### src/ssl_pkg.sv
// shared types and constants for the scaled sprite luma threshold block
package ssl_pkg;

  localparam int SPRITE_WIDTH  = 64;
  localparam int SPRITE_HEIGHT = 64;

  localparam int STORE_AW    = 12;
  localparam int STORE_DEPTH = 1 << STORE_AW;

  localparam int FIFO_DEPTH = 2;
  localparam int FIFO_PW    = $clog2(FIFO_DEPTH);

  localparam int APB_AW = 5;

  // luma weights, scaled by LUMA_DIV
  localparam logic [17:0] LUMA_R   = 18'd299;
  localparam logic [17:0] LUMA_G   = 18'd587;
  localparam logic [17:0] LUMA_B   = 18'd114;
  localparam logic [17:0] LUMA_DIV = 18'd1000;

  localparam logic FUNC_LOAD  = 1'b0;
  localparam logic FUNC_QUERY = 1'b1;

  localparam logic [2:0] REG_DEST_WIDTH  = 3'd0;
  localparam logic [2:0] REG_DEST_HEIGHT = 3'd1;
  localparam logic [2:0] REG_ORIGIN_X    = 3'd2;
  localparam logic [2:0] REG_ORIGIN_Y    = 3'd3;
  localparam logic [2:0] REG_LUMA_THR    = 3'd4;

  localparam logic [7:0]  RST_DEST_WIDTH  = 8'd96;
  localparam logic [7:0]  RST_DEST_HEIGHT = 8'd96;
  localparam logic [7:0]  RST_LUMA_THR    = 8'd28;

  typedef struct packed {
    logic        func;
    logic [11:0] load_addr;
    logic [15:0] load_pixel;
    logic [7:0]  dest_row;
    logic [7:0]  dest_col;
  } ssl_cmd_t;

  typedef struct packed {
    logic               pixel_on;
    logic signed [15:0] pixel_x;
    logic signed [15:0] pixel_y;
  } ssl_rsp_t;

  typedef struct packed {
    logic [7:0]         dest_width;
    logic [7:0]         dest_height;
    logic signed [15:0] origin_x;
    logic signed [15:0] origin_y;
    logic [7:0]         luma_threshold;
  } ssl_cfg_t;

  // classified transaction handed from front to back
  typedef struct packed {
    logic                is_load;
    logic                in_range;
    logic [STORE_AW-1:0] load_addr;
    logic [15:0]         load_pixel;
    logic [7:0]          dest_row;
    logic [7:0]          dest_col;
    logic signed [15:0]  pixel_x;
    logic signed [15:0]  pixel_y;
  } ssl_job_t;

endpackage

### src/ssl_fifo.sv
// short transaction queue between front and back
module ssl_fifo (
  input  logic              clk,
  input  logic              rst,
  input  logic              push,
  input  ssl_pkg::ssl_job_t wdata,
  input  logic              pop,
  output ssl_pkg::ssl_job_t rdata,
  output logic              full,
  output logic              empty
);
  import ssl_pkg::*;

  ssl_job_t           slots [FIFO_DEPTH];
  logic [FIFO_PW-1:0] wptr;
  logic [FIFO_PW-1:0] rptr;
  logic [FIFO_PW:0]   count;

  assign full  = count == (FIFO_PW+1)'(FIFO_DEPTH);
  assign empty = count == '0;
  assign rdata = slots[rptr];

  always_ff @(posedge clk) begin
    if (push) begin
      slots[wptr] <= wdata;
    end
  end

  always_ff @(posedge clk) begin
    if (rst) begin
      wptr  <= '0;
      rptr  <= '0;
      count <= '0;
    end else begin
      if (push) begin
        wptr <= wptr + 1'b1;
      end
      if (pop) begin
        rptr <= rptr + 1'b1;
      end
      if (push && !pop) begin
        count <= count + 1'b1;
      end else if (pop && !push) begin
        count <= count - 1'b1;
      end
    end
  end

endmodule

### config.mk
export PLATFORM = sky130hd
export DESIGN_NAME = ssl_fifo
export DESIGN_NICKNAME = d
export VERILOG_FILES = /design/src/ssl_pkg.sv /design/src/ssl_fifo.sv
export SDC_FILE = /design/constraint.sdc
export NUM_CORES = 1
export LEC_CHECK = 0
export ABC_AREA = 1
export BUFFER_PORTS_ARGS = -buffer_cell sky130_fd_sc_hd__buf_4
export CAP_MARGIN = 30
export CORE_AREA = 2 2 125 127
export CTS_CLUSTER_DIAMETER = 120
export DETAILED_ROUTE_END_ITERATION = 10
export DIE_AREA = 0 0 127 129
export PLACE_DENSITY = 0.65
export SLEW_MARGIN = 20
export SYNTH_ARGS = -nofsm -noshare
export SYNTH_HDL_FRONTEND = slang
export SYNTH_SLANG_ARGS = --single-unit
### constraint.sdc
create_clock -name clk -period 4.3 [get_ports clk]
set_input_delay 0.215 -clock clk [delete_from_list [all_inputs] [get_ports clk]]
set_output_delay 0.215 -clock clk [all_outputs]
set_load 0.02 [all_outputs]
== After elaboration in Yosys (flattened, before gate mapping) ==
Memories as Yosys holds them, arrays and structs flattened. A register that Yosys moved wholly into a read port is not among the register bits.
Index checks and enable logic that the tools add are counted.
Operators by class
  $add $sub $neg: 4
  muxes and demuxes: 6
  reductions and logical operators: 6
  equal/unequal tests: 1
Operators with widths (number)
  $mux 1: 4
  $mux 2: 2
  $add 1x1->1 const B: 2
  $add 2x1->2 const B: 1
  $eq 2x2->1 const B: 1
  $logic_and 1x1->1: 2
  $logic_not 1->1: 2
  $logic_not 2->1: 1
  $reduce_bool 2->1: 1
  $sub 2x1->2 const B: 1
Storage, ports and cells
  register bits: 4
  logic and storage cells: 21
  memory bits (writable): 156
  output and inout port bits: 80
  memories: 1
Memories
  slots: depth 2, width 78, read ports 1, clocked after memory_dff 1, wr ports 1, line ssl_fifo.sv:14  | ssl_job_t slots [FIFO_DEPTH];

== Depth between registers and ports, before layout ==
  word-level depth: 4
  depth in mapped cells: 8

== Worst setup path before layout ==
Ideal clock, no wire load.
  path kind: reg-to-reg
  start: reg wptr
  end: mem slots[0][0] (netlist bit) (enable)
  cell stages (with the launch flop): 2
  buffers on the path: 0
  setup time: 0.517 ns
  clock period less this slack: 4.088 ns
  arrival time: 3.571 ns
  path slack: 0.212 ns
  cell sequence: dfxtp_1 > nor2_1
RTL lines
  start, declared: line ssl_fifo.sv:15  | logic [FIFO_PW-1:0] wptr;
  start signal, assigned: line ssl_fifo.sv:36  | wptr <= wptr + 1'b1;
  end, declared: line ssl_fifo.sv:14
Straight into the memory's write port.

==> results_dict.tcl <==
set metrics [dict create \
    outcome "complete, no violations" \
    start_util 0.3962 \
    grt_pass1_wl_um 17510 \
    muxShareOfSynthArea 0.1607 \
    rows 45 \
    pwr_density_cell_nw_per_um2 439.9 \
    cp_num_cells 3 \
    via_per_inst 4.589 \
    gr-usage-all-layers 0.1419 \
    critPathKind "flop to output port" \
    power_mw 3.858 \
    maxCapViolations 0 \
    ys_ff_latch 161 \
    yosys_warnings 0 \
    synth-compound-area-share 0.001687 \
    crit_slowest_cell "dfxtp_4" \
    clockRootBuffer "clkbuf_16" \
    pre_cts_slack_ps 2127 \
    startpoint_type "flop" \
    finish.instance_area_sq_um 8772 \
    gp_congestion 0.7002 \
    grt_pass1_vias 3632 \
    die_w_um 127 \
    clockBufferDepth 2 \
    die_h_um 129 \
    placed_cell_area_sq_um 7398 \
    cts.clk_slew.worst_paths_ps 60 \
    holdWs_ps 85.77 \
    yosysSeqAreaShare 0.8062 \
    setup_tns_ps 0 \
    antennaDiodeCount 0 \
    hp-class "input port to flop" \
    fin_skew_ps 8.941 \
    syn_nets 359 \
    r2r_start "wptr$_SDFFE_PP0P_" \
    dr.pass1.iters 4 \
    final_cells 733 \
    dieArea_sq_um 16380 \
    netlist_area_sq_um 5934 \
    num_vias 3364 \
    synth_top_family_by_area "multiplexers" \
    post_cts_buffers 0 \
    clk_latency_ps 410 \
    syn_to_final_growth_pct 47.82 \
    cts_made_buffers 17 \
    crit_path_frequent_cell "buf_4" \
    required_ps 4090 \
    synth_adder_area_share 0.002108 \
    worst_setup_path_end_kind "output port" \
    finalNetCount 615 \
    path_buf_inv 2 \
    tritoncts "built" \
    ir_drop_mv 0.2262 \
    setup_slack_ps 1760 \
    fmax_ghz 0.3937 \
    io_buffers 161 \
    antenna_found_initial 0 \
    synth-simple-area-share 0.01033 \
    crit_end "rdata[4]" \
    cp_cell_sequence "buf_4 > mux2_2 > buf_4" \
    cts_max_level 4 \
    syn_avg_cell_area_sq_um 21.50 \
    r2r-end "slots[0][26]$_DFFE_PP_" \
    drive_gt1_frac 0.5028 \
    syn_inst 276 \
    overflow 0 \
    grt_max_degree 57 \
    slew_headroom 0.4568 \
    hold_violations 0 \
    synth-xor-area-share 0.001476 \
    finalSetupViolations 0 \
    period_needed_ps 2540 \
    yosysUniqueCellTypes 16 \
    slowest_delay_ps 880 \
    reg2reg_depth 3 \
    critPathTopFamily "flip-flops" \
    dp_hpwl_um 7235 \
    coreArea_sq_um 14980 \
    tightest_slew_ps 814.8 \
    post-route-util 0.5857 \
    io_pins 162 \
    crit_arrival_ps 2320 \
    slew_violations 0 \
    routedWlPerCell_um 15.78 \
    crit_fanout 56 \
    rrSetupSlack_ps 2570 \
    wl_um 11570 \
    min_period_over_period 0.5907 \
    clock_sinks 161 \
    drc 0 \
    ant_nets 0 \
    drt_iter0_drc 185 \
    rsz0062_at_grt "false" \
    leakage_nw 3.381 \
    placedCellCount 622 \
]
==> registers in the layout, summed over array words and instances (netlist names), named ones only <==
signal	cells
count	2
rptr	1
slots	156
wptr	1
==> cells in the final DEF (no fill, tap or decap) <==
cell type,n
ha_1,1
buf_4,165
clkinvlp_4,2
edfxtp_1,156
clkbuf_1,6
a21oi_1,1
mux2_2,58
nor2_4,1
nand4_1,1
xnor2_1,1
dfxtp_1,4
nand2_1,5
clkbuf_8,4
mux2_4,20
nand3_1,1
nor3_1,1
buf_12,1
inv_1,8
bufinv_16,2
clkinv_2,2
buf_16,1
dlygate4sd3_1,79
o21ai_0,1
dfxtp_4,1
nor2_1,6
clkbuf_16,17
==> worst min path at each step <==
| stage | slack, ps | cells past startpoint | start | end |
|---|---|---|---|---|
| floorplan | 290 | 1 | rst | flop |
| global placement | 400 | 1 | wdata[21] | slots[0][21]$_DFFE_PP_ |
| detailed placement | 400 | 1 | wdata[4] | slots[1][4]$_DFFE_PP_ |
| CTS | 70 | 3 | pop | rptr$_SDFFE_PP0P_ |
| global route | 100 | 3 | pop | flop |
| finish | 90 | 3 | pop | rptr$_SDFFE_PP0P_ |
==> logic make-up after synthesis <==
group                    after synthesis
multiplexers                          78
buffers and inverters                 18
AND/OR/NAND/NOR                       15
XOR/XNOR                               1
flip-flops                           161
adder cells (fa/ha/maj)                1
AO/OA/AOI/OAI                          2
==> Yosys cell counts <==
library cell	n	area share
nand4_1	1	0.0011
nor2_1	7	0.0044
mux2_2	58	0.11
nor3_1	1	0.00084
o21ai_0	1	0.00084
dfxtp_1	5	0.017
mux2_4	20	0.051
buf_2	5	0.0042
a21oi_1	1	0.00084
nand2_1	5	0.0032
buf_6	4	0.0076
nand3_1	1	0.00084
inv_1	9	0.0057
edfxtp_1	156	0.79
ha_1	1	0.0021
xnor2_1	1	0.0015
==> report_power, final <==
| part | internal, mW | switching, mW | total, mW |
|---|---|---|---|
| Clock | 0.917 | 0.546 | 1.46 |
| Combinational | 0.290 | 0.248 | 0.538 |
| Sequential | 1.82 | 0.0422 | 1.86 |
==> routing by layer <==
metal	share of wire	track usage
met1	0.42	0.1642
met2	0.50	0.2435
met3	0.056	0.05156
met4	0.017	0.05365
met5	0	0
==> tightest hold or removal path, delay by kind of cell <==
kind | cells | cell delay, ps
xor gates and xnor gates | 1 | 70
buffers and inverters | 1 | 100
and+or+nand+nor | 1 | 80
==> final cells by class <==
cell class / count / area, sq um
repair buffers: 246 / 2077
clock inverters: 5 / 80.08
fillers: 1144 / 6205
inverters: 9 / 35.03
flip-flops and latches: 161 / 4788
multi-input cells: 97 / 1054
well taps: 188 / 235.2
clock buffers: 27 / 503.0
==> what timing repair did <==
item / in CTS / in global routing
resized for setup: 0 / 0
endpoints found under the hold margin: 159 / 0
hold buffers: 79 / 0
Note: power is estimated with default switching activity, not from simulation.
