===== config.mk =====
export PLATFORM = sky130hd
export DESIGN_NAME = ssl_front
export DESIGN_NICKNAME = d
export VERILOG_FILES = /design/src/ssl_pkg.sv /design/src/ssl_front.sv
export SDC_FILE = /design/constraint.sdc
export NUM_CORES = 1
export LEC_CHECK = 0
export BUFFER_PORTS_ARGS = -buffer_cell sky130_fd_sc_hd__clkbuf_2
export CAP_MARGIN = 0
export CORE_ASPECT_RATIO = 0.9
export CORE_MARGIN = 5
export CORE_UTILIZATION = 31
export DETAILED_ROUTE_END_ITERATION = 7
export GPL_ROUTABILITY_DRIVEN = 0
export HOLD_SLACK_MARGIN = 0.12
export PLACE_DENSITY = 0.6
export SETUP_SLACK_MARGIN = 0.15
export SYNTH_ARGS = -nofsm -noshare
export SYNTH_HDL_FRONTEND = slang
export SYNTH_SLANG_ARGS = --single-unit

===== constraint.sdc =====
create_clock -name clk -period 2.35 [get_ports clk]
set_input_delay 0.3525 -clock clk [delete_from_list [all_inputs] [get_ports clk]]
set_output_delay 0.3525 -clock clk [all_outputs]
set_load 0.02 [all_outputs]

===== src/ssl_pkg.sv =====
// shared types and constants for the scaled sprite luma threshold block
package ssl_pkg;

  localparam int SPRITE_WIDTH  = 64;
  localparam int SPRITE_HEIGHT = 64;

  localparam int STORE_AW    = 12;
  localparam int STORE_DEPTH = 1 << STORE_AW;

  localparam int FIFO_DEPTH = 2;
  localparam int FIFO_PW    = $clog2(FIFO_DEPTH);

  localparam int APB_AW = 5;

  // luma weights, scaled by LUMA_DIV
  localparam logic [17:0] LUMA_R   = 18'd299;
  localparam logic [17:0] LUMA_G   = 18'd587;
  localparam logic [17:0] LUMA_B   = 18'd114;
  localparam logic [17:0] LUMA_DIV = 18'd1000;

  localparam logic FUNC_LOAD  = 1'b0;
  localparam logic FUNC_QUERY = 1'b1;

  localparam logic [2:0] REG_DEST_WIDTH  = 3'd0;
  localparam logic [2:0] REG_DEST_HEIGHT = 3'd1;
  localparam logic [2:0] REG_ORIGIN_X    = 3'd2;
  localparam logic [2:0] REG_ORIGIN_Y    = 3'd3;
  localparam logic [2:0] REG_LUMA_THR    = 3'd4;

  localparam logic [7:0]  RST_DEST_WIDTH  = 8'd96;
  localparam logic [7:0]  RST_DEST_HEIGHT = 8'd96;
  localparam logic [7:0]  RST_LUMA_THR    = 8'd28;

  typedef struct packed {
    logic        func;
    logic [11:0] load_addr;
    logic [15:0] load_pixel;
    logic [7:0]  dest_row;
    logic [7:0]  dest_col;
  } ssl_cmd_t;

  typedef struct packed {
    logic               pixel_on;
    logic signed [15:0] pixel_x;
    logic signed [15:0] pixel_y;
  } ssl_rsp_t;

  typedef struct packed {
    logic [7:0]         dest_width;
    logic [7:0]         dest_height;
    logic signed [15:0] origin_x;
    logic signed [15:0] origin_y;
    logic [7:0]         luma_threshold;
  } ssl_cfg_t;

  // classified transaction handed from front to back
  typedef struct packed {
    logic                is_load;
    logic                in_range;
    logic [STORE_AW-1:0] load_addr;
    logic [15:0]         load_pixel;
    logic [7:0]          dest_row;
    logic [7:0]          dest_col;
    logic signed [15:0]  pixel_x;
    logic signed [15:0]  pixel_y;
  } ssl_job_t;

endpackage


===== src/ssl_front.sv =====
// front end: register file, command accept and classification
module ssl_front (
  input  logic                        clk,
  input  logic                        rst,
  input  logic                        start,
  output logic                        busy,
  input  ssl_pkg::ssl_cmd_t           cmd,
  input  logic                        psel,
  input  logic                        penable,
  input  logic                        pwrite,
  input  logic [ssl_pkg::APB_AW-1:0]  paddr,
  input  logic [31:0]                 pwdata,
  output logic [31:0]                 prdata,
  output logic                        pready,
  output ssl_pkg::ssl_cfg_t           cfg,
  input  logic                        full,
  output logic                        push,
  output ssl_pkg::ssl_job_t           job
);
  import ssl_pkg::*;

  logic [2:0] reg_idx;
  logic       wr_en;

  assign pready  = 1'b1;
  assign reg_idx = paddr[4:2];
  assign wr_en   = psel && penable && pwrite && pready;

  always_ff @(posedge clk) begin
    if (rst) begin
      cfg.dest_width     <= RST_DEST_WIDTH;
      cfg.dest_height    <= RST_DEST_HEIGHT;
      cfg.origin_x       <= '0;
      cfg.origin_y       <= '0;
      cfg.luma_threshold <= RST_LUMA_THR;
    end else if (wr_en) begin
      case (reg_idx)
        REG_DEST_WIDTH:  cfg.dest_width     <= pwdata[7:0];
        REG_DEST_HEIGHT: cfg.dest_height    <= pwdata[7:0];
        REG_ORIGIN_X:    cfg.origin_x       <= pwdata[15:0];
        REG_ORIGIN_Y:    cfg.origin_y       <= pwdata[15:0];
        REG_LUMA_THR:    cfg.luma_threshold <= pwdata[7:0];
        default: ;
      endcase
    end
  end

  always_comb begin
    case (reg_idx)
      REG_DEST_WIDTH:  prdata = {24'd0, cfg.dest_width};
      REG_DEST_HEIGHT: prdata = {24'd0, cfg.dest_height};
      REG_ORIGIN_X:    prdata = {16'd0, cfg.origin_x};
      REG_ORIGIN_Y:    prdata = {16'd0, cfg.origin_y};
      REG_LUMA_THR:    prdata = {24'd0, cfg.luma_threshold};
      default:         prdata = '0;
    endcase
  end

  assign busy = full;
  assign push = start && !full;

  always_comb begin
    job.is_load    = cmd.func == FUNC_LOAD;
    job.load_addr  = cmd.load_addr;
    job.load_pixel = cmd.load_pixel;
    job.dest_row   = cmd.dest_row;
    job.dest_col   = cmd.dest_col;
    job.in_range   = cfg.dest_width != 8'd0 && cfg.dest_height != 8'd0
                     && cmd.dest_row < cfg.dest_height && cmd.dest_col < cfg.dest_width;
    if (cmd.func == FUNC_LOAD) begin
      job.pixel_x = '0;
      job.pixel_y = '0;
    end else begin
      job.pixel_x = cfg.origin_x + $signed({8'd0, cmd.dest_col});
      job.pixel_y = cfg.origin_y + $signed({8'd0, cmd.dest_row});
    end
  end

endmodule


* Word level (Yosys, flattened, before mapping) *
Cells that the tools add are included.

word-level totals
  logic and storage cells = 31
  bits in registers = 56

cells by class
  bitwise operators = 1
  reductions and logical operators = 15
  equality and inequality tests = 4
  muxes and demuxes = 2
  magnitude comparators = 2
  add/sub/neg operators = 2

operator list
  kind                count
  $pmux 16 s5         1
  $add 16x9->16       2
  $mux 32             1
  $lt 8x8->1          2
  $reduce_bool 8->1   2
  $reduce_and 2->1    5
  $eq 3x2->1 const B  2
  $logic_and 1x1->1   6
  $eq 3x1->1 const B  1
  $eq 3x3->1 const B  1
  $logic_not 3->1     1
  $logic_not 1->1     1
  $not 1->1           1

* Depth between registers and ports, before layout *
Gate-level depths: netlist of run 1.

  depth in word-level cells = 4
  gate-level depth with buffers = 8

* Worst setup path before layout of run 1 *
OpenSTA, ideal clock, no wires.

  path type = register to output
  from = reg cfg[8] (netlist bit)
  to = out job[12] (netlist bit)
  path slack = -262 ps
  path buffers = 0
  data arrival time = 2260 ps
  stages on the path, launching flop included = 9
  cell sequence = dfxtp_1 > ha_1 > inv_1 > fa_1 > nand2b_1 > a21oi_1 > o211ai_1 > a21boi_0 > mux2i_1

RTL lines
  item             line             source
  start, declared  ssl_front.sv:15  output ssl_pkg::ssl_cfg_t cfg,
  end, declared    ssl_front.sv:18  output ssl_pkg::ssl_job_t job

==> reports/metrics.yaml, run 1 <==
sta:
  slew-limit-headroom: 0.538
  setup_viol: 18
  finalMaxSlewViolations: 0
  hold_viol: 0
  fin_setup_tns_ps: -2430
  setup_ws_ps: -302
  period_needed_ps: 2650
  rsz0062_at_grt: "yes"
  fin_skew_ps: 0
  fmax_ghz: 0.377
  worst_slew_pin_slew_ps: 693
  min_period_over_period: 1.13
critical_path:
  worstSetupStartpointType: "flop"
  critPathKind: "reg -> out"
  path_max_fanout: 5
  crit_path_cell_trace: "ha_4 -> inv_2 -> fa_2 -> nand2b_4 -> a21oi_4 -> o211ai_1 -> a21boi_1 -> mux2i_2 -> buf_4"
  crit_slowest_cell: "dfxtp_4"
  endpoint_kind: "output port"
  cp.arrival_ps: 2300
  required_ps: 2000
  cpPeakStageDelay_ps: 360
synth:
  synth_seq_cells: 56
  yosys_warnings: 0
  syn-cell-area_um2: 4510
  synth_edf_count: 0
  syn_avg_cell_area_um2: 8.17
  synth_cell_type_count: 53
  syn_inst: 552
  async_reset_ff_frac: 0
  synth_ff_type: "dfxtp_1"
  ys_seq_area_frac: 0.249
grt:
  grt_start_max_net_pins: 34
  grt_antenna_before_repair: 0
  grt_pass1_vias: 4210
  grt_pass1_wl_mm: 24.1
  grt_usage: 0.178
  overflow: 0
cells_and_area:
  drive_gt1_frac: 0.483
  final_nets: 847
  largest_reg_flops: 56
  final_area_um2: 6390
  mostFrequentLayoutCells: "140 x clkbuf_2, 86 x nor2_1, 83 x buf_4"
  num_antenna_cells: 0
  areaGrowthSynthToFinish_pct: 41.7
  largest-register: "cfg"
  top_regs: "cfg x56"
  final_common_cell: "clkbuf_2"
place:
  port_buffers: 166
  dp_hpwl_mm: 12.9
  post_dp_cell_area_um2: 5690
floorplan:
  coreArea_um2: 14200
  pin_count: 258
  rows: 41
  start_util: 0.319
  die_x_um: 137
  die_y_um: 124
  die_area_um2: 17100
job:
  drv_cap: 0
clock_tree:
  htree_levels: 2
  clkTransAtPathRegs_ps: 80
  cts_sinks: 56
  cts_root_buffer: "clkbuf_16"
  cts_buffers: 5
  clk_latency_ps: 290
  cts_tree: "yes"
  clock_path_buffers: 2
  hold_buffers: 0
power:
  p_leak_nw: 2.95
  powerDensity_nw_per_um2: 350
  irDropWorstVdd_mv: 0.347
route:
  antenna_left: 0
  vias: 4435
  drc: 0
  wl_mm: 16.0
  vias_per_cell: 4.82
  dr.first_iter.drc_count: 325
  dr.pass1.iters: 5
  routedWlPerCell_um: 17.4
run_status:
  violations: "negative setup slack"
  outcome: "finished, violations left"
worst_hold_path:
  min_path_type: "in -> reg"
[worst max-delay path: cells and delay by family (launching register included)]
kind	cells	cell delay [ps]
compound gates	3	610
simple gates	1	160
fa+ha+maj	2	460
flops	1	360
buf+inv	2	200
mux	1	220
[routing by layer]
| layer | global-route usage | share of wire | vias to the layer above | wire, um |
|---|---|---|---|---|
| li1 | - | - | 2177 | - |
| met1 | 0.269 | 0.48 | 2054 | 7760 |
| met2 | 0.265 | 0.43 | 176 | 6960 |
| met3 | 0.0214 | 0.065 | 28 | 1050 |
| met4 | 0.0458 | 0.015 | 0 | 244 |
| met5 | 0 | 0 | - | 0 |
[cell usage after synthesis (3+ instances only)]
master    count  area, um2
a21oi_1      28        140
nor4_1        4       25.0
buf_4        65        488
nor2b_1       5       31.3
dfxtp_1      56       1120
inv_1        28        105
xor2_1        9       78.8
a22oi_1      14        105
ha_1         30        375
a211oi_1      3       22.5
clkbuf_1     12       45.0
nand2b_1     19        119
mux2_2        7       78.8
a21o_1        7       52.6
o22ai_1       7       43.8
buf_2         5       25.0
o211ai_1      5       37.5
o21ai_0       6       30.0
nand2_1      22       82.6
nand3_1      13       65.1
a211o_1       7       61.3
or3_1         3       18.8
and2_1        4       25.0
mux2i_1      65        651
nand4_1       5       31.3
nor2_1       90        338
[area by class of cell]
| class | instances | area, um2 |
|---|---|---|
| Fill cell | 1414 | 7770 |
| Multi-Input combinational cell | 397 | 3230 |
| Timing Repair Buffer | 237 | 1490 |
| Sequential cell | 56 | 1170 |
| Tap cell | 193 | 241 |
| Clock buffer | 6 | 139 |
| Inverter | 29 | 109 |
| Clock inverter | 2 | 15.0 |
[per-stage QoR]
step	hold slack, ps	worst slack (ps)	util	cells	power [mW]
5_1_grt	321	-403	0.451	920	2.32
2_1_floorplan	470	118	-	567	1.36
6_report	316	-302	0.451	920	2.23
3_3_place_gp	478	-150	0.402	905	1.44
4_1_cts	308	-324	0.442	918	2.23
3_5_place_dp	487	-170	0.402	905	1.44
[what timing repair did]
item / 4_1_cts / 5_1_grt
endpoints found under the setup margin: 26 / 26
pin swaps: 22 / 19
buffers inserted: 5 / 2
gates resized for setup: 89 / 45
[cells by family after synthesis]
group / Yosys count / synth area share
AND/OR/NAND/NOR: 174 / 0.181
AO/OA/AOI/OAI: 90 / 0.135
multiplexers: 73 / 0.167
flip-flops: 56 / 0.249
XOR/XNOR: 11 / 0.0214
adder cells (fa/ha/maj): 32 / 0.0921
buffers and inverters: 114 / 0.154
other: 2 / 0.00166
[where the power goes]
part	switching, mW	internal (mW)	leakage, nW
Combinational	0.303	0.195	2.42
Sequential	0.0103	0.946	0.461
Clock	0.354	0.425	0.0691
Total	0.668	1.57	2.95
[worst paths after layout]
kind / startpoint / endpoint / slack, ps / cells past startpoint
min: pwdata[15] / cfg[23] / 320 / 3
max reg2reg: cfg[46] / cfg[46] / 1440 / 3
max: cfg[8] / job[12] / -300 / 9
min reg2reg: cfg[4] / cfg[4] / 500 / 1
Power figures use the tool's default switching activity.
==> inputs of run 2 (changes only) <==
--- a/config.mk
+++ b/config.mk
@@ -9,11 +9,12 @@
 export CAP_MARGIN = 0
 export CORE_ASPECT_RATIO = 0.9
 export CORE_MARGIN = 5
-export CORE_UTILIZATION = 31
+export CORE_UTILIZATION = 46
+export CTS_BUF_LIST = sky130_fd_sc_hd__clkbuf_8
 export DETAILED_ROUTE_END_ITERATION = 7
 export GPL_ROUTABILITY_DRIVEN = 0
 export HOLD_SLACK_MARGIN = 0.12
-export PLACE_DENSITY = 0.6
+export PLACE_DENSITY = 0.83
 export SETUP_SLACK_MARGIN = 0.15
 export SYNTH_ARGS = -nofsm -noshare
 export SYNTH_HDL_FRONTEND = slang
==> run 2 against run 1 <==
Net effect: the flow still finishes with violations (negative setup slack); flip-flop and latch count did not move; core utilization rose by 20 points; first-iteration DRC count rose by 16%; combinational power about the same; highest routed layer unchanged; non-clock buffer count shrank 4; hold slack got worse by 31 ps; sequential share of layout area increased by 0.44 points; clock skew unchanged; fmax fell by 5.3%.
==> reports/metrics.yaml, run 2 (same netlist as run 1, synthesis figures left out) <==
grt:
  grt_antenna_before_repair: 0  # unchanged
  grt_start_max_net_pins: 57  # +68%
  overflow: 0  # unchanged
  grt_pass1_vias: 4837  # +15%
  grt_usage: 0.261  # +0.0833
  grt_pass1_wl_mm: 25.4  # +5.5%
sta:
  setup_ws_ps: -450  # -148 ps
  period_needed_ps: 2800  # +148 ps
  rsz0062_at_grt: "yes"
  fin_setup_tns_ps: -4330  # -1900 ps
  slew-limit-headroom: 0.252  # -0.287
  worst_slew_pin_slew_ps: 1120  # +430 ps
  hold_viol: 0  # unchanged
  min_period_over_period: 1.19  # +0.0631
  fin_skew_ps: 0  # unchanged
  setup_viol: 24  # +6
  fmax_ghz: 0.357  # -5.3%
  finalMaxSlewViolations: 0  # unchanged
clock_tree:
  cts_root_buffer: "clkbuf_8"
  clk_latency_ps: 310  # +20 ps
  cts_sinks: 56  # unchanged
  htree_levels: 2  # unchanged
  clkTransAtPathRegs_ps: 110  # +30 ps
  cts_buffers: 5  # unchanged
  cts_tree: "yes"
  clock_path_buffers: 2  # unchanged
  hold_buffers: 0  # unchanged
floorplan:
  coreArea_um2: 9610  # -32%
  die_area_um2: 11900  # -30%
  start_util: 0.469  # +0.151
  die_x_um: 114  # -17%
  die_y_um: 104  # -16%
  rows: 34  # -17%
  pin_count: 258  # unchanged
place:
  port_buffers: 166  # unchanged
  dp_hpwl_mm: 12.5  # -3.2%
critical_path:
  cp.arrival_ps: 2450  # +150 ps
  required_ps: 2000  # about the same
  crit_family: "compound AO/OA/AOI/OAI gates"
  crit_cells: 9  # unchanged
  crit_path_cell_trace: "ha_4 -> inv_2 -> fa_2 -> nand2b_4 -> a21oi_4 -> o211ai_1 -> a21boi_1 -> mux2i_2 -> clkbuf_4"
  critPathBufInv: 2  # unchanged
  path_max_fanout: 4  # -1
  critPathKind: "reg -> out"
  worstSetupStartpointType: "flop"
  crit_slowest_cell: "dfxtp_4"
  endpoint_kind: "output port"
  cpPeakStageDelay_ps: 370  # about the same
  worstRegToRegCells: 3  # unchanged
job:
  drv_cap: 0  # unchanged
cells_and_area:
  final_common_cell: "clkbuf_2"
  top_regs: "cfg x56"
  seqCellArea_um2: 1170  # +0.32%
  num_antenna_cells: 0  # unchanged
  mostFrequentLayoutCells: "140 x clkbuf_2, 87 x nor2_1, 76 x buf_4"
  fillers: 759  # -46%
  drive_gt1_frac: 0.488  # +0.00544
  final_nets: 843  # -0.47%
  largest_reg_flops: 56  # unchanged
  finish.utilization: 0.651  # +0.200
  largest-register: "cfg"
  multi_input_area_um2: 3270  # +1.2%
  areaGrowthSynthToFinish_pct: 38.8
route:
  vias_per_cell: 5.68  # +18%
  drc: 0  # unchanged
  antenna_left: 0  # unchanged
  routedWlPerCell_um: 19.5  # +12%
  dr.first_iter.drc_count: 377  # +16%
  wl_mm: 16.6  # +3.4%
  dr.pass1.iters: 5  # unchanged
  vias: 4819  # +8.7%
power:
  p_leak_nw: 2.91  # -1.4%
  irDropWorstVdd_mv: 0.295  # -15%
  powerDensity_nw_per_um2: 338  # -3.4%
run_status:
  violations: "negative setup slack"
  outcome: "finished, violations left"
worst_hold_path:
  min_path_cells: 3  # unchanged
  min_path_type: "in -> reg"
-- run 2: tightest hold or removal path, cell delays in order --
cell and delay [ps]:
clkbuf_2 90, mux2i_1 60, nor2_1 70
-- run 2: area by class of cell --
cell class / count / area share
clock buffers: 5 / 0.0110
inverters: 29 / 0.0174
multi-input cells: 397 / 0.522
well taps: 126 / 0.0252
clock inverters: 3 / 0.00740
flip-flops and latches: 56 / 0.187
repair buffers: 233 / 0.230
-- run 2: final timing paths --
| path | from | end | slack [ps] |
|---|---|---|---|
| worst max-delay path | cfg[8] | job[12] | -450 |
| worst min register to register | cfg[3] | cfg[3] | 510 |
| worst min-delay path | pwdata[14] | cfg[22] | 290 |
| worst max register to register | cfg[25] | cfg[25] | 1420 |
-- run 2: report_power, final --
part           internal (mW)  leakage [nW]  total, mW  switching, mW
combinational          0.192          2.40      0.501          0.309
sequential             0.946         0.463      0.957         0.0110
clock                  0.322        0.0548      0.656          0.335
-- run 2: per-stage QoR --
step                total power, mW  area [um2]  setup slack [ps]  std cells  hold slack [ps]
finish                         2.11        6260              -450        849              285
global route                   2.19        6260              -496        849              303
CTS                            2.10        6090              -405        843              281
detailed placement             1.43        5490              -259        824              484
global placement               1.42        5490              -120        824              471
floorplan                      1.36        4710               118        567              470
-- run 2: timing repair --
action                                  4_1_cts  5_1_grt
resized for setup                            90       52
endpoints found under the setup margin       26       35
pin swaps                                    22       21
buffers inserted                             11        6
-- run 2: per-layer routing --
layer,up-vias,part of all wire,GRT usage
li1,2163,-,-
met1,2272,0.39,0.323
met2,315,0.48,0.434
met3,69,0.095,0.0547
met4,0,0.043,0.115
met5,-,0,0
==> inputs of run 3 (changes only) <==
--- a/config.mk
+++ b/config.mk
@@ -7,15 +7,18 @@
 export LEC_CHECK = 0
 export BUFFER_PORTS_ARGS = -buffer_cell sky130_fd_sc_hd__clkbuf_2
 export CAP_MARGIN = 0
+export CELL_PAD_IN_SITES_DETAIL_PLACEMENT = 0
+export CELL_PAD_IN_SITES_GLOBAL_PLACEMENT = 1
 export CORE_ASPECT_RATIO = 0.9
 export CORE_MARGIN = 5
-export CORE_UTILIZATION = 46
+export CORE_UTILIZATION = 32
 export CTS_BUF_LIST = sky130_fd_sc_hd__clkbuf_8
 export DETAILED_ROUTE_END_ITERATION = 7
 export GPL_ROUTABILITY_DRIVEN = 0
 export HOLD_SLACK_MARGIN = 0.12
-export PLACE_DENSITY = 0.83
+export PLACE_DENSITY = 0.84
 export SETUP_SLACK_MARGIN = 0.15
 export SYNTH_ARGS = -nofsm -noshare
 export SYNTH_HDL_FRONTEND = slang
 export SYNTH_SLANG_ARGS = --single-unit
+export TNS_END_PERCENT = 50
==> run 3 against run 2 <==
Net effect: register-to-register slack about the same; fmax up 4.2%; final cell count rose by 9.3%; the flow still finishes with violations (negative setup slack); clock power fell by 3%; flip-flop and latch count unchanged; first-iteration DRC count is 44% lower; critical endpoint is now job[10]; sequential share of layout area down 0.51 points; critical path depth did not move; die area up 39%.
==> reports/metrics.yaml, run 3 (same netlist as run 1, synthesis figures left out) <==
route:
  routedWlPerCell_um: 17.1  # -12%
  dr.first_iter.drc_count: 210  # -44%
  vias: 4473  # -7.2%
  wl_mm: 15.9  # -4.2%
  antenna_left: 0  # unchanged
  dr.pass1.iters: 5  # unchanged
  drc: 0  # unchanged
  vias_per_cell: 4.82  # -15%
cells_and_area:
  num_antenna_cells: 0  # unchanged
  final_common_cell: "clkbuf_2"
  fillers: 1376  # +81%
  areaGrowthSynthToFinish_pct: 40.4
  largest_reg_flops: 56  # unchanged
  finish.utilization: 0.455  # -0.196
  seqCellArea_um2: 1150  # -1.6%
  top_regs: "cfg x56"
  largest-register: "cfg"
  multi_input_area_um2: 3180  # -2.6%
  drive_gt1_frac: 0.472  # -0.0161
  mostFrequentLayoutCells: "140 x clkbuf_2, 92 x buf_4, 88 x nor2_1"
  final_nets: 855  # +1.4%
clock_tree:
  clkTransAtPathRegs_ps: 100  # about the same
  cts_root_buffer: "clkbuf_8"
  clock_path_buffers: 2  # unchanged
  hold_buffers: 0  # unchanged
  htree_levels: 2  # unchanged
  cts_tree: "yes"
  clk_latency_ps: 300  # about the same
  cts_sinks: 56  # unchanged
  cts_buffers: 5  # unchanged
worst_hold_path:
  holdPathEnd: "cfg[36]"
  min_path_type: "in -> reg"
  min_path_cells: 3  # unchanged
  hp-start: "pwdata[12]"
sta:
  period_needed_ps: 2690  # -112 ps
  finalMaxSlewViolations: 0  # unchanged
  setup_viol: 19  # -21%
  fmax_ghz: 0.372  # +4.2%
  fin_skew_ps: 0  # unchanged
  hold_viol: 0  # unchanged
  rsz0062_at_grt: "yes"
  min_period_over_period: 1.14  # -0.0478
  setup_ws_ps: -338  # +112 ps
grt:
  grt_start_max_net_pins: 23  # -60%
  grt_pass1_vias: 4369  # -9.7%
  grt_pass1_wl_mm: 23.9  # -5.7%
  overflow: 0  # unchanged
  grt_antenna_before_repair: 0  # unchanged
  grt_usage: 0.183  # -0.0785
floorplan:
  die_x_um: 135  # +18%
  start_util: 0.324  # -0.145
  rows: 41  # +21%
  die_area_um2: 16600  # +39%
  die_y_um: 123  # +18%
  coreArea_um2: 13900  # +45%
  pin_count: 258  # unchanged
power:
  seqPwrFrac: 0.460  # +0.007
  irDropWorstVdd_mv: 0.280  # -5.1%
  swShare: 0.303  # -0.00678
  p_sw_uw: 633  # -3.3%
  p_leak_nw: 2.97  # +1.9%
  pwr-share-clk: 0.305  # -0.005
  p_comb_frac: 0.234  # -0.003
  p_int_mw: 1.46  # -0.21%
  powerDensity_nw_per_um2: 330  # -2.3%
run_status:
  violations: "negative setup slack"
  outcome: "finished, violations left"
critical_path:
  cp.arrival_ps: 2340  # -110 ps
  endpoint_kind: "output port"
  path_max_fanout: 4  # unchanged
  worstRegToRegCells: 3  # unchanged
  critPathKind: "reg -> out"
  worstSetupStartpointType: "flop"
  r2r_slack_ps: 1420  # about the same
  timing.rr.start: "cfg[46]"
  timing.rr.end: "cfg[46]"
  required_ps: 2000  # about the same
place:
  place_ws_ps: -190  # +69.2 ps
  dp_hpwl_mm: 12.8  # +2.4%
  port_buffers: 166  # unchanged
job:
  drv_cap: 0  # unchanged
==> run 3: cell count changes in the layout (fill, tap and decap cells not counted), moves of 2 or more <==
| cell | delta |
|---|---|
| ha_4 | -2 |
| dfxtp_1 | +5 |
| nor2b_1 | +2 |
| nor2b_2 | -2 |
| clkbuf_8 | +2 |
| clkbuf_4 | -2 |
| a21oi_2 | -3 |
| a21oi_1 | +4 |
| dfxtp_4 | -5 |
| ha_1 | +2 |
| buf_6 | -5 |
| buf_4 | +16 |
==> run 3: stage by stage <==
step / power (mW) / hold WS (ps) / TNS, ps / instances / cell area, um2
6_report: 2.09 / 287 / -3210 / 928 / 6330
5_1_grt: 2.18 / 283 / -5320 / 928 / 6330
4_1_cts: 2.09 / 285 / -3310 / 923 / 6150
3_5_place_dp: 1.44 / 493 / -1290 / 908 / 5690
3_3_place_gp: 1.43 / 474 / -1180 / 908 / 5690
2_1_floorplan: 1.35 / 470 / 0 / 567 / 4690
==> run 3: critical path, stage by stage, from the launching register on <==
cell and delay (ps):
dfxtp_4 370, ha_4 130, inv_2 30, fa_2 340, nand2b_4 160, a21oi_4 150, o211ai_1 190, a21oi_1 250
mux2i_2 230, clkbuf_2 190
==> run 3: layout make-up <==
class / count / share of cell area
multi-input cells: 397 / 0.502
repair buffers: 245 / 0.242
flip-flops and latches: 56 / 0.182
well taps: 193 / 0.0381
inverters: 29 / 0.0172
clock buffers: 5 / 0.0109
clock inverters: 3 / 0.00672
==> run 3: worst max-delay path by stage <==
stage	startpoint	to	slack, ps	depth (start not counted)
after global routing	cfg[8]	job[10]	-440	9
after detailed placement	cmd[8]	job[14]	-190	10
final	cfg[8]	job[10]	-340	9
after floorplan	cfg[28]	job[23]	100	5
after CTS	cfg[8]	job[14]	-340	9
after global placement	cmd[8]	job[10]	-180	10
==> run 3: timing repair <==
item	in CTS	in global routing
gates cloned	0	0
setup buffers	7	5
pin swaps	23	19
resized for setup	67	50
setup endpoints to repair	26	28
==> run 3: power by group through the flow <==
stage	combinational, mW	sequential, mW	clock (mW)
after floorplan	0.361	0.993	0
after global placement	0.449	0.985	0
after detailed placement	0.454	0.986	0
after CTS	0.478	0.961	0.651
after global routing	0.530	0.963	0.685
final	0.490	0.961	0.638
==> run 3: layer usage <==
metal,part of all wire,GRT usage,wire length [um],vias to the layer above
met1,0.48,0.269,7550,2082
met4,0.010,0.0353,158,0
met3,0.068,0.0242,1080,19
met2,0.45,0.288,7080,177
li1,-,-,-,2195
met5,0,0,0,-
